===== src/rtl/core/itd_pkg.sv =====
// Shared types, constants and lookup functions for the IR tag packet decoder.
// No dependencies; imported by every module of the block.
package itd_pkg;

  localparam int FRAME_BITS = 16;
  localparam int COUNT_W    = $clog2(FRAME_BITS + 1);

  // pulse length windows, in 50 us ticks
  localparam logic [15:0] HDR_MIN = 16'd40;
  localparam logic [15:0] HDR_MAX = 16'd60;
  localparam logic [15:0] BIT_MIN = 16'd9;
  localparam logic [15:0] BIT_MAX = 16'd40;
  localparam logic [15:0] ONE_MIN = 16'd21;

  typedef enum logic [1:0] {
    PH_HUNT = 2'd0,
    PH_BITS = 2'd1,
    PH_DONE = 2'd2
  } phase_t;

  // config register indexes
  localparam logic CFG_OWN_TEAM      = 1'b0;
  localparam logic CFG_FRIENDLY_FIRE = 1'b1;

  // message ids (high byte, bit 15 set)
  localparam logic [7:0] MSG_ADD_HEALTH = 8'h80;
  localparam logic [7:0] MSG_ADD_AMMO   = 8'h81;
  localparam logic [7:0] MSG_ADMIN      = 8'h83;

  // admin command codes beyond the contiguous low range
  localparam logic [7:0] CMD_LAST_LINEAR  = 8'd8;
  localparam logic [7:0] CMD_EXPLODE      = 8'd11;
  localparam logic [7:0] CMD_READY_UP     = 8'd12;
  localparam logic [7:0] CMD_FULL_HEALTH  = 8'd13;
  localparam logic [7:0] CMD_FULL_ARMOR   = 8'd15;
  localparam logic [7:0] CMD_CLEAR_SCORES = 8'd20;
  localparam logic [7:0] CMD_TEST_SENSORS = 8'd21;
  localparam logic [7:0] CMD_STUN         = 8'd22;
  localparam logic [7:0] CMD_DISARM       = 8'd23;

  // frame kinds
  localparam logic [4:0] KIND_NULL         = 5'd0;
  localparam logic [4:0] KIND_SHOT         = 5'd1;
  localparam logic [4:0] KIND_HEALTH       = 5'd2;
  localparam logic [4:0] KIND_AMMO         = 5'd3;
  localparam logic [4:0] KIND_ADMIN_FIRST  = 5'd4;
  localparam logic [4:0] KIND_EXPLODE      = 5'd13;
  localparam logic [4:0] KIND_READY_UP     = 5'd14;
  localparam logic [4:0] KIND_FULL_HEALTH  = 5'd15;
  localparam logic [4:0] KIND_FULL_ARMOR   = 5'd16;
  localparam logic [4:0] KIND_CLEAR_SCORES = 5'd17;
  localparam logic [4:0] KIND_TEST_SENSORS = 5'd18;
  localparam logic [4:0] KIND_STUN         = 5'd19;
  localparam logic [4:0] KIND_DISARM       = 5'd20;
  localparam logic [4:0] KIND_MAX          = KIND_DISARM;

  localparam logic [7:0] DAMAGE_TABLE [16] = '{
    8'd1, 8'd2, 8'd4, 8'd5, 8'd7, 8'd10, 8'd15, 8'd17,
    8'd20, 8'd25, 8'd30, 8'd35, 8'd40, 8'd50, 8'd75, 8'd100
  };

  typedef struct packed {
    logic [4:0] kind;
    logic [7:0] amount;
  } result_t;

  function automatic logic [4:0] admin_kind(input logic [7:0] cmd);
    logic [4:0] k;
    case (cmd) inside
      [8'd0:CMD_LAST_LINEAR]: k = KIND_ADMIN_FIRST + {1'b0, cmd[3:0]};
      CMD_EXPLODE:            k = KIND_EXPLODE;
      CMD_READY_UP:           k = KIND_READY_UP;
      CMD_FULL_HEALTH:        k = KIND_FULL_HEALTH;
      CMD_FULL_ARMOR:         k = KIND_FULL_ARMOR;
      CMD_CLEAR_SCORES:       k = KIND_CLEAR_SCORES;
      CMD_TEST_SENSORS:       k = KIND_TEST_SENSORS;
      CMD_STUN:               k = KIND_STUN;
      CMD_DISARM:             k = KIND_DISARM;
      default:                k = KIND_NULL;
    endcase
    return k;
  endfunction

endpackage


===== src/rtl/core/ir_tag_packet_decoder_unit.sv =====
// IR tag packet decoder: input register, header hunt / bit collector, result register.
// Throughput: one beat per cycle while the result register is empty or being read.
// The single-pass decode between the input and result registers sets that rate.
// rst (synchronous, active high) clears the hunt state, both valid flags and the
// config registers; payload registers are not reset.
module ir_tag_packet_decoder_unit (
  input  logic        clk,
  input  logic        rst,
  input  logic        s_tvalid,
  output logic        s_tready,
  input  logic [15:0] s_tdata,    // [15:0] pulse_ticks
  input  logic        s_tlast,    // capture_last
  output logic        m_tvalid,
  input  logic        m_tready,
  output logic [15:0] m_tdata,    // [4:0] frame_kind, [12:5] frame_amount, [15:13] zero
  input  logic        cfg_valid,
  output logic        cfg_ready,
  input  logic        cfg_index,
  input  logic [1:0]  cfg_data
);
  import itd_pkg::*;

  logic [1:0] own_team;
  logic       friendly_fire;

  logic        in_valid;
  logic [15:0] pulse;
  logic        last;

  phase_t               phase, phase_next;
  logic                 space_skip, space_skip_next;
  logic [COUNT_W-1:0]   bit_count, bit_count_next;
  logic [FRAME_BITS-1:0] frame_bits, frame_bits_next;
  logic                 emit;

  logic    advance;
  logic    process;
  result_t result;
  result_t out_result;

  assign cfg_ready = 1'b1;

  always_ff @(posedge clk) begin
    if (rst) begin
      own_team      <= 2'd0;
      friendly_fire <= 1'b0;
    end else if (cfg_valid) begin
      case (cfg_index)
        CFG_OWN_TEAM:      own_team      <= cfg_data;
        CFG_FRIENDLY_FIRE: friendly_fire <= cfg_data[0];
        default: ;
      endcase
    end
  end

  assign advance  = !m_tvalid || m_tready;
  assign s_tready = !in_valid || advance;
  assign process  = in_valid && advance;

  always_ff @(posedge clk) begin
    if (rst) begin
      in_valid <= 1'b0;
    end else if (s_tready) begin
      in_valid <= s_tvalid;
    end
  end

  always_ff @(posedge clk) begin
    if (s_tvalid && s_tready) begin
      pulse <= s_tdata;
      last  <= s_tlast;
    end
  end

  always_comb begin
    logic [COUNT_W-1:0] count_inc;
    count_inc       = bit_count + COUNT_W'(1);
    phase_next      = phase;
    space_skip_next = space_skip;
    bit_count_next  = bit_count;
    frame_bits_next = frame_bits;
    emit            = 1'b0;
    case (phase)
      PH_BITS: begin
        if (space_skip) begin
          space_skip_next = 1'b0;
        end else begin
          space_skip_next = 1'b1;
          if (pulse >= BIT_MIN && pulse <= BIT_MAX) begin
            frame_bits_next = {frame_bits[FRAME_BITS-2:0], (pulse >= ONE_MIN)};
            bit_count_next  = count_inc;
            if (count_inc >= COUNT_W'(FRAME_BITS)) begin
              emit       = 1'b1;
              phase_next = PH_DONE;
            end
          end
        end
      end
      PH_DONE: ;
      default: begin
        // hunt, also for the unused phase code
        if (pulse >= HDR_MIN && pulse <= HDR_MAX) begin
          phase_next      = PH_BITS;
          space_skip_next = 1'b1;
          bit_count_next  = '0;
          frame_bits_next = '0;
        end
      end
    endcase
    if (last) begin
      phase_next      = PH_HUNT;
      space_skip_next = 1'b0;
      bit_count_next  = '0;
      frame_bits_next = '0;
    end
  end

  always_ff @(posedge clk) begin
    if (rst) begin
      phase      <= PH_HUNT;
      space_skip <= 1'b0;
      bit_count  <= '0;
      frame_bits <= '0;
    end else if (process) begin
      phase      <= phase_next;
      space_skip <= space_skip_next;
      bit_count  <= bit_count_next;
      frame_bits <= frame_bits_next;
    end
  end

  // classify the frame including the bit arriving this beat
  itd_classify u_classify (
    .frame         ({frame_bits[FRAME_BITS-2:0], (pulse >= ONE_MIN)}),
    .own_team      (own_team),
    .friendly_fire (friendly_fire),
    .result        (result)
  );

  always_ff @(posedge clk) begin
    if (rst) begin
      m_tvalid <= 1'b0;
    end else if (advance) begin
      m_tvalid <= process && emit;
    end
  end

  always_ff @(posedge clk) begin
    if (process && emit) begin
      out_result <= result;
    end
  end

  assign m_tdata = {3'b000, out_result.amount, out_result.kind};

endmodule


===== src/rtl/core/itd_classify.sv =====
// Frame classifier: maps a completed 16-bit frame to kind and amount.
// Depends on itd_pkg (damage table, message ids, admin command map).
module itd_classify (
  input  logic [itd_pkg::FRAME_BITS-1:0] frame,
  input  logic [1:0]                     own_team,
  input  logic                           friendly_fire,
  output itd_pkg::result_t               result
);
  import itd_pkg::*;

  logic [7:0] hi;
  logic [7:0] lo;

  assign hi = frame[15:8];
  assign lo = frame[7:0];

  always_comb begin
    result.kind   = KIND_NULL;
    result.amount = 8'd0;
    if (!hi[7]) begin
      // shot: own-team hits only count with friendly fire on
      if (lo[7:6] != own_team || friendly_fire) begin
        result.kind   = KIND_SHOT;
        result.amount = DAMAGE_TABLE[lo[5:2]];
      end
    end else begin
      case (hi)
        MSG_ADD_HEALTH: begin
          result.kind   = KIND_HEALTH;
          result.amount = lo;
        end
        MSG_ADD_AMMO: begin
          result.kind   = KIND_AMMO;
          result.amount = lo;
        end
        MSG_ADMIN: result.kind = admin_kind(lo);
        default:   result.kind = KIND_NULL;
      endcase
    end
  end

endmodule


===== config.mk =====
export PLATFORM = sky130hd
export DESIGN_NAME = ir_tag_packet_decoder_unit
export DESIGN_NICKNAME = d
export VERILOG_FILES = /design/src/rtl/core/itd_pkg.sv /design/src/rtl/core/ir_tag_packet_decoder_unit.sv /design/src/rtl/core/itd_classify.sv
export SDC_FILE = /design/constraint.sdc
export NUM_CORES = 1
export LEC_CHECK = 0
export ABC_AREA = 1
export BUFFER_PORTS_ARGS = -buffer_cell sky130_fd_sc_hd__buf_4
export CORE_MARGIN = 5
export CORE_UTILIZATION = 35
export CTS_BUF_LIST = sky130_fd_sc_hd__clkbuf_4
export CTS_CLUSTER_DIAMETER = 50
export DETAILED_ROUTE_END_ITERATION = 7
export PLACE_DENSITY = 0.64
export SLEW_MARGIN = 20
export SYNTH_ARGS = -nofsm -noshare
export SYNTH_HDL_FRONTEND = slang
export SYNTH_SLANG_ARGS = --single-unit

===== constraint.sdc =====
create_clock -name clk -period 2.34 [get_ports clk]
set_input_delay 0.468 -clock clk [delete_from_list [all_inputs] [get_ports clk]]
set_output_delay 0.468 -clock clk [all_outputs]
set_load 0.01 [all_outputs]

# Yosys cells after proc, flatten, opt, wreduce, memory -nomap -nowiden
# Memories as Yosys holds them, arrays and structs flattened.
# Index checks and enable logic that the tools add are counted.
# classes
addsub	2
mul	0
div_mod_pow	0
magnitude_cmp	9
n_eq_ne	18
shift	0
muxes	39
bitwise	2
n_reduce_logical	18
# ops
cell	n
$mux W5	13
$mux W15	4
$eq A8 B4 Y1 const B	4
$eq A8 B5 Y1 const B	4
$le A16 B6 Y1 const B	2
$pmux W15 S2	1
$eq A8 B8 Y1 const B	3
$mux W8	3
$ge A16 B4 Y1 const B	1
$ge A16 B5 Y1 const B	1
$ge A16 B6 Y1 const B	1
$pmux W5 S3	1
$mux W13	1
$ge A5 B5 Y1 const B	2
$mux W2	5
$pmux W5 S2	1
$mux W9	1
$ne A3 B3 Y1 const B	3
$ge A8 B1 Y1 const B	1
$le A8 B4 Y1 const B	1
$mux W1	7
$logic_and A1 B1 Y1	6
$reduce_and A6 Y1	1
$add A3 B4 Y5 const A	1
other kinds (16)	20
# totals
regBits	58
latch_bits	0
ram_bits	0
mem_bits_ro	128
in_bits	25
out_inout_bits	19
n_memories	1
# memory_table
name	words	word_bits	read_ports	rd_ports_with_merged_regs	write_ports	line_no	rtl
(no name shown)	16	8	1	0	0	itd_classify.sv:24	result.amount = DAMAGE_TABLE[lo[5:2]];

# Logic depth before layout (Yosys ltp)
# depth
word_depth	13
depth_mapped	13

# By module
# Synthesis repeated with hierarchy kept, for this count alone.
# hier_totals
cells_unflattened	389
hier_area_um2	3074.2
# modules_own_cells
module	instances	cells_each	area_each_um2	seq_area_each_um2
ir_tag_packet_decoder_unit	1	280	2458.6	1461.4
itd_classify	1	109	615.6	0.0

# Worst setup path before layout
# No wires, ideal clock.
# synth_timing
kind	register -> register
start	reg bit_count[0]
end	reg out_result (netlist bit m_tdata[0]) (enable)
arrival_ns	1.444
required_ns	1.991
slack_ns	0.547
stages_incl_launch_ff	9
synth_period_minus_slack_ns	1.793
path_cell_list	dfxtp_1 ha_1 nand2_1 nor2_1 xor2_1 nand2_1 nor3_1 nand3_1 inv_1
# synth_via
elab_chain_len	7
# synth_rtl
element	line_no	rtl
from (decl)	ir_tag_packet_decoder_unit.sv:32	logic [COUNT_W-1:0] bit_count, bit_count_next;
from (signal assigned)	ir_tag_packet_decoder_unit.sv:127	bit_count <= bit_count_next;
$add A5 B1 Y5	ir_tag_packet_decoder_unit.sv:77	count_inc = bit_count + COUNT_W'(1);
$ge A5 B5 Y1	ir_tag_packet_decoder_unit.sv:92	if (count_inc >= COUNT_W'(FRAME_BITS)) begin
$mux W1	ir_tag_packet_decoder_unit.sv:92	
$mux W1	ir_tag_packet_decoder_unit.sv:89	if (pulse >= BIT_MIN && pulse <= BIT_MAX) begin
$mux W1	ir_tag_packet_decoder_unit.sv:85	if (space_skip) begin
$mux W1	ir_tag_packet_decoder_unit.sv:83	case (phase)
$logic_and A1 B1 Y1	ir_tag_packet_decoder_unit.sv:149	if (process && emit) begin
to (signal assigned)	ir_tag_packet_decoder_unit.sv:150	out_result <= result;
to (decl)	ir_tag_packet_decoder_unit.sv:39	result_t out_result;
# Every way passes these cells.
# A chain may end at the register's enable or synchronous reset.

# Worst setup path after layout
# layout_timing
start	reg pulse[6]
end	reg out_result (netlist bit m_tdata[1]), data pin
# layout_via
elab_chain_len	12
word_cells_on_any_way	22
# layout_rtl
element	line_no	rtl
from (decl)	ir_tag_packet_decoder_unit.sv:27	logic [15:0] pulse;
from (signal assigned)	ir_tag_packet_decoder_unit.sv:70	pulse <= s_tdata;
$ge A16 B5 Y1 (*)	ir_tag_packet_decoder_unit.sv:134	.frame ({frame_bits[FRAME_BITS-2:0], (pulse >= ONE_MIN)}),
$eq A8 B5 Y1	itd_classify.sv:36	MSG_ADMIN: result.kind = admin_kind(lo);
$mux W5 (7 in a row)	itd_pkg.sv:69	case (cmd) inside
$mux W5 (*)	itd_pkg.sv:69	
$pmux W5 S3 (*)	itd_classify.sv:27	case (hi)
$mux W13 (*)	itd_classify.sv:20	if (!hi[7]) begin
# Every way passes the cells marked *; elsewhere a longest branch is shown, timed or not.

==> key figures <==
CTS
  – Post-CTS setup buffers: 0
  – Post-cts sizing count: 0
  – CTS H-tree depth: 3
  – TritonCTS Buffers: 9
  – Hold_buf cts: 0
  – Clk pin slew, worst setup/hold paths: about 90 ps
  – CTS Sinks: 58
  – CTS Buffer Depth: 2
  – CTS tree: yes
  – Clk_lat worst skew: around 400 ps
  – CTS root buffer: clkbuf_4

STA
  – TNS Setup: 0 ps
  – Slew HR: 0.577
  – Count of pins over their slew limit: 0
  – Final Skew: about 13 ps
  – Final Hold Fails: 0
  – Pin slew with the least headroom to its limit: approximately 630 ps
  – Final-report setup violation count: 0
  – Min Tclk post-route: 2030 ps
  – Period utilization: 0.869
  – FMAX: 492 MHz
  – RSZ-0062 raised after global routing: no

Cells and area
  – Fin nets: 436
  – Ant. Diodes: 0
  – Reg area: approximately 1500 um^2
  – Area of the multi-input gates: 1230 um^2
  – Post-route cell area: 3410 um^2
  – # fillers: 841
  – Non-filler cells, final: 515
  – Layout cell share with drive strength beyond 1: 0.171
  – Area grow syn2layout: 16.4%

Die
  – Initial core utilization: 0.358
  – DIE HEIGHT: just over 100 um
  – Io pins: 44
  – # rows: 33
  – Die area: between 10000 and 15000 um^2
  – Die X: between 100 and 150 um
  – Core Box Area: around 8000 um^2

Yosys
  – Synth Area in Simple Gates: 0.270
  – Main combinational cell family by area after synthesis: simple AND/OR/NAND/NOR gates
  – Mux cell area share after synthesis: 0
  – Synth Area per Inst: 8.05 um^2
  – Mapped Area: 2930 um^2
  – Post-Syn Instances: between 300 and 400
  – Synth cell types: 36
  – Top-count cell post-synth: nor2_1
  – Number of flops mapped to enable cells by yosys: 30
  – Asr flop ratio synth: 0
  – Ranking of synthesized cells by area: edfxtp_1 31%, dfxtp_1 19%, nor2_1 8.6%
  – Adder-cell share of the synthesized area: 0.0256
  – Ys Warns: 0
  – Area leader, netlist: edfxtp_1
  – Post-synthesis compound-gate area fraction: 0.112
  – XOR/XNOR share of the synthesized area: 0.00598
  – Sequential cell area fraction in the yosys report: 0.499
  – Most common flop cell mapped by yosys: edfxtp_1
  – Post-synth top area share: 0.307
  – Yosys reg bits: just under 60
  – Synth cell count leaders: 67 x nor2_1, 66 x nand2_1, 43 x inv_1, 30 x edfxtp_1, 28 x dfxtp_1

Setup path
  – Critical Path End Type: register
  – CP Cell Sequence: nor2_4 -> nand2_1 -> nor3_1 -> nand2_1 -> inv_1 -> nand2_1 -> nand2_1 -> nor2_1 -> o21ai_0 -> nand2_1
  – Critical Path Slowest Stage Cell: edfxtp_1
  – WP data required: 2490 ps
  – CP Launch Type: register
  – CP peak stage delay: about 420 ps
  – Crit path max fanout: 6
  – Crit path top cell by count: nand2_1
  – Critical path class: register to register
  – Critical Path AT: about 2200 ps

Power
  – Logic pwr share: 0.122
  – Pwr dens: ~580 nW/um^2
  – Psw: ~540 uW
  – Internal power: about 1.5 mW
  – Peak supply drop: between 0.2 and 0.25 mV
  – Leak: 1.44 nW
  – Sequential power share: 0.576
  – Clock share of power: 0.302
  – Sw frac: 0.271

GRT
  – First-pass GRT wire length: 10100 um
  – Largest net degree at the start of global routing: 35
  – GRT Util Overall: 0.125
  – GR Overflow Total: 0
  – Initial antenna violation count: 0
  – Vias in the first global route: about 2.3k

Placed design
  – Dpl cells: approximately 500
  – Placement Cell Area: around 3300 um^2
  – GP Congestion: ~0.85
  – Port bufs: 39
  – Detail Placement HPWL: roughly 4200 um

Detailed routing
  – Drt first pass iters: 4
  – Drc violations: 0
  – Drt wl/cell: about 12 um
  – Drt total wl: just under 6000 um
  – Detailed Route Iter0 Violations: ~120
  – Antenna viol nets, final: 0
  – Via/cell ratio: 4.87
  – DR vias: around 2.5k

Status
  – Outcome: completed

Min path
  – Worst Hold Class: input pin to register

Flow run
  – Max cap viols: 0
## kinds of logic (layout without fill, tap and decap cells)
kind of cell    count (synthesis)  after routing
buf+inv                        59            103
xor+xnor                        2              2
simple gates                  178            178
fa+ha+maj                       6              6
compound gates                 59             59
other cells                     2              4
flops                          58             58
## per-stage QoR
stage | power, mW | hold slack [ps] | setup slack [ps] | utilization
final | 1.99 | 238 | 307 | 0.417
after global routing | 2.11 | 195 | 91.1 | 0.417
after CTS | 2.01 | 211 | 335 | 0.417
after detailed placement | 1.41 | 454 | 360 | 0.404
after global placement | 1.40 | 449 | 385 | 0.404
after floorplan | 1.34 | 439 | 547 | -
## power by group through the flow
stage / Sequential [mW] / Combinational [mW] / Clock [mW]
finish: 1.15 / 0.243 / 0.603
global route: 1.15 / 0.279 / 0.674
CTS: 1.15 / 0.241 / 0.624
detailed placement: 1.17 / 0.240 / 0
global placement: 1.17 / 0.235 / 0
floorplan: 1.16 / 0.184 / 0
## worst paths after layout
check                to  slack [ps]        start  cells past startpoint
max          m_tdata[1]         310     pulse[6]                     10
min           pulse[11]         240  s_tdata[11]                      1
max reg2reg  m_tdata[1]         310     pulse[6]                     10
min reg2reg    phase[0]         470     phase[0]                      2
## placed cells by master, fill, tap and decap left out
cell type	netlist	layout
xor2_1	2	2
nand2_2	2	2
nor4_1	3	3
o22ai_1	4	4
o21ai_1	13	13
clkinv_2	0	3
and3_1	1	1
nand2_1	66	66
nand4_1	15	15
nor2_4	2	2
ha_1	6	6
clkinv_1	1	2
nor3_2	1	1
dfxtp_1	28	28
nor3_1	2	2
a211oi_1	1	1
o211ai_1	1	1
a21oi_4	1	1
o32ai_1	1	1
nand3_4	1	1
a21oi_1	20	20
inv_2	2	2
conb_1	2	4
o21bai_1	2	2
inv_1	43	43
nand3_2	1	1
edfxtp_1	30	30
buf_4	4	41
nand3_1	13	13
nor2_2	3	3
o21ai_2	1	1
clkbuf_4	0	12
o21ai_0	15	15
nor3b_1	1	1
nor2_1	67	67
## area by class of cell
class	instances	area share
Clock inverter	4	0.00550
Multi-Input combinational cell	249	0.360
Inverter	46	0.0506
Sequential cell	58	0.428
Clock buffer	12	0.0264
Timing Repair Buffer	41	0.0902
Tap cell	105	0.0385
## sequential cells by signal (all words and copies together), names as in the netlist
| name | count |
|---|---|
| in_valid | 1 |
| friendly_fire | 1 |
| phase | 2 |
| space_skip | 1 |
| m_tdata | 13 |
| frame_bits | 15 |
| own_team | 2 |
| bit_count | 5 |
| pulse | 16 |
| last | 1 |
| m_tvalid | 1 |
## worst max-delay path: cells and delay by family (launching register included)
kind / cells / cell delay (ps)
and+or+nand+nor: 8 / 1010
DFF: 1 / 420
AOI/OAI and AO/OA: 1 / 180
buffers and inverters: 1 / 170
## per-layer routing
metal	track usage	share of wire	up-vias	wire (um)
met4	0.0706	0.020	0	119
met3	0.0386	0.054	13	319
met5	0	0	-	0
met1	0.146	0.43	1153	2590
met2	0.203	0.49	65	2930
li1	-	-	1277	-
(Power assumes the default switching activity.)
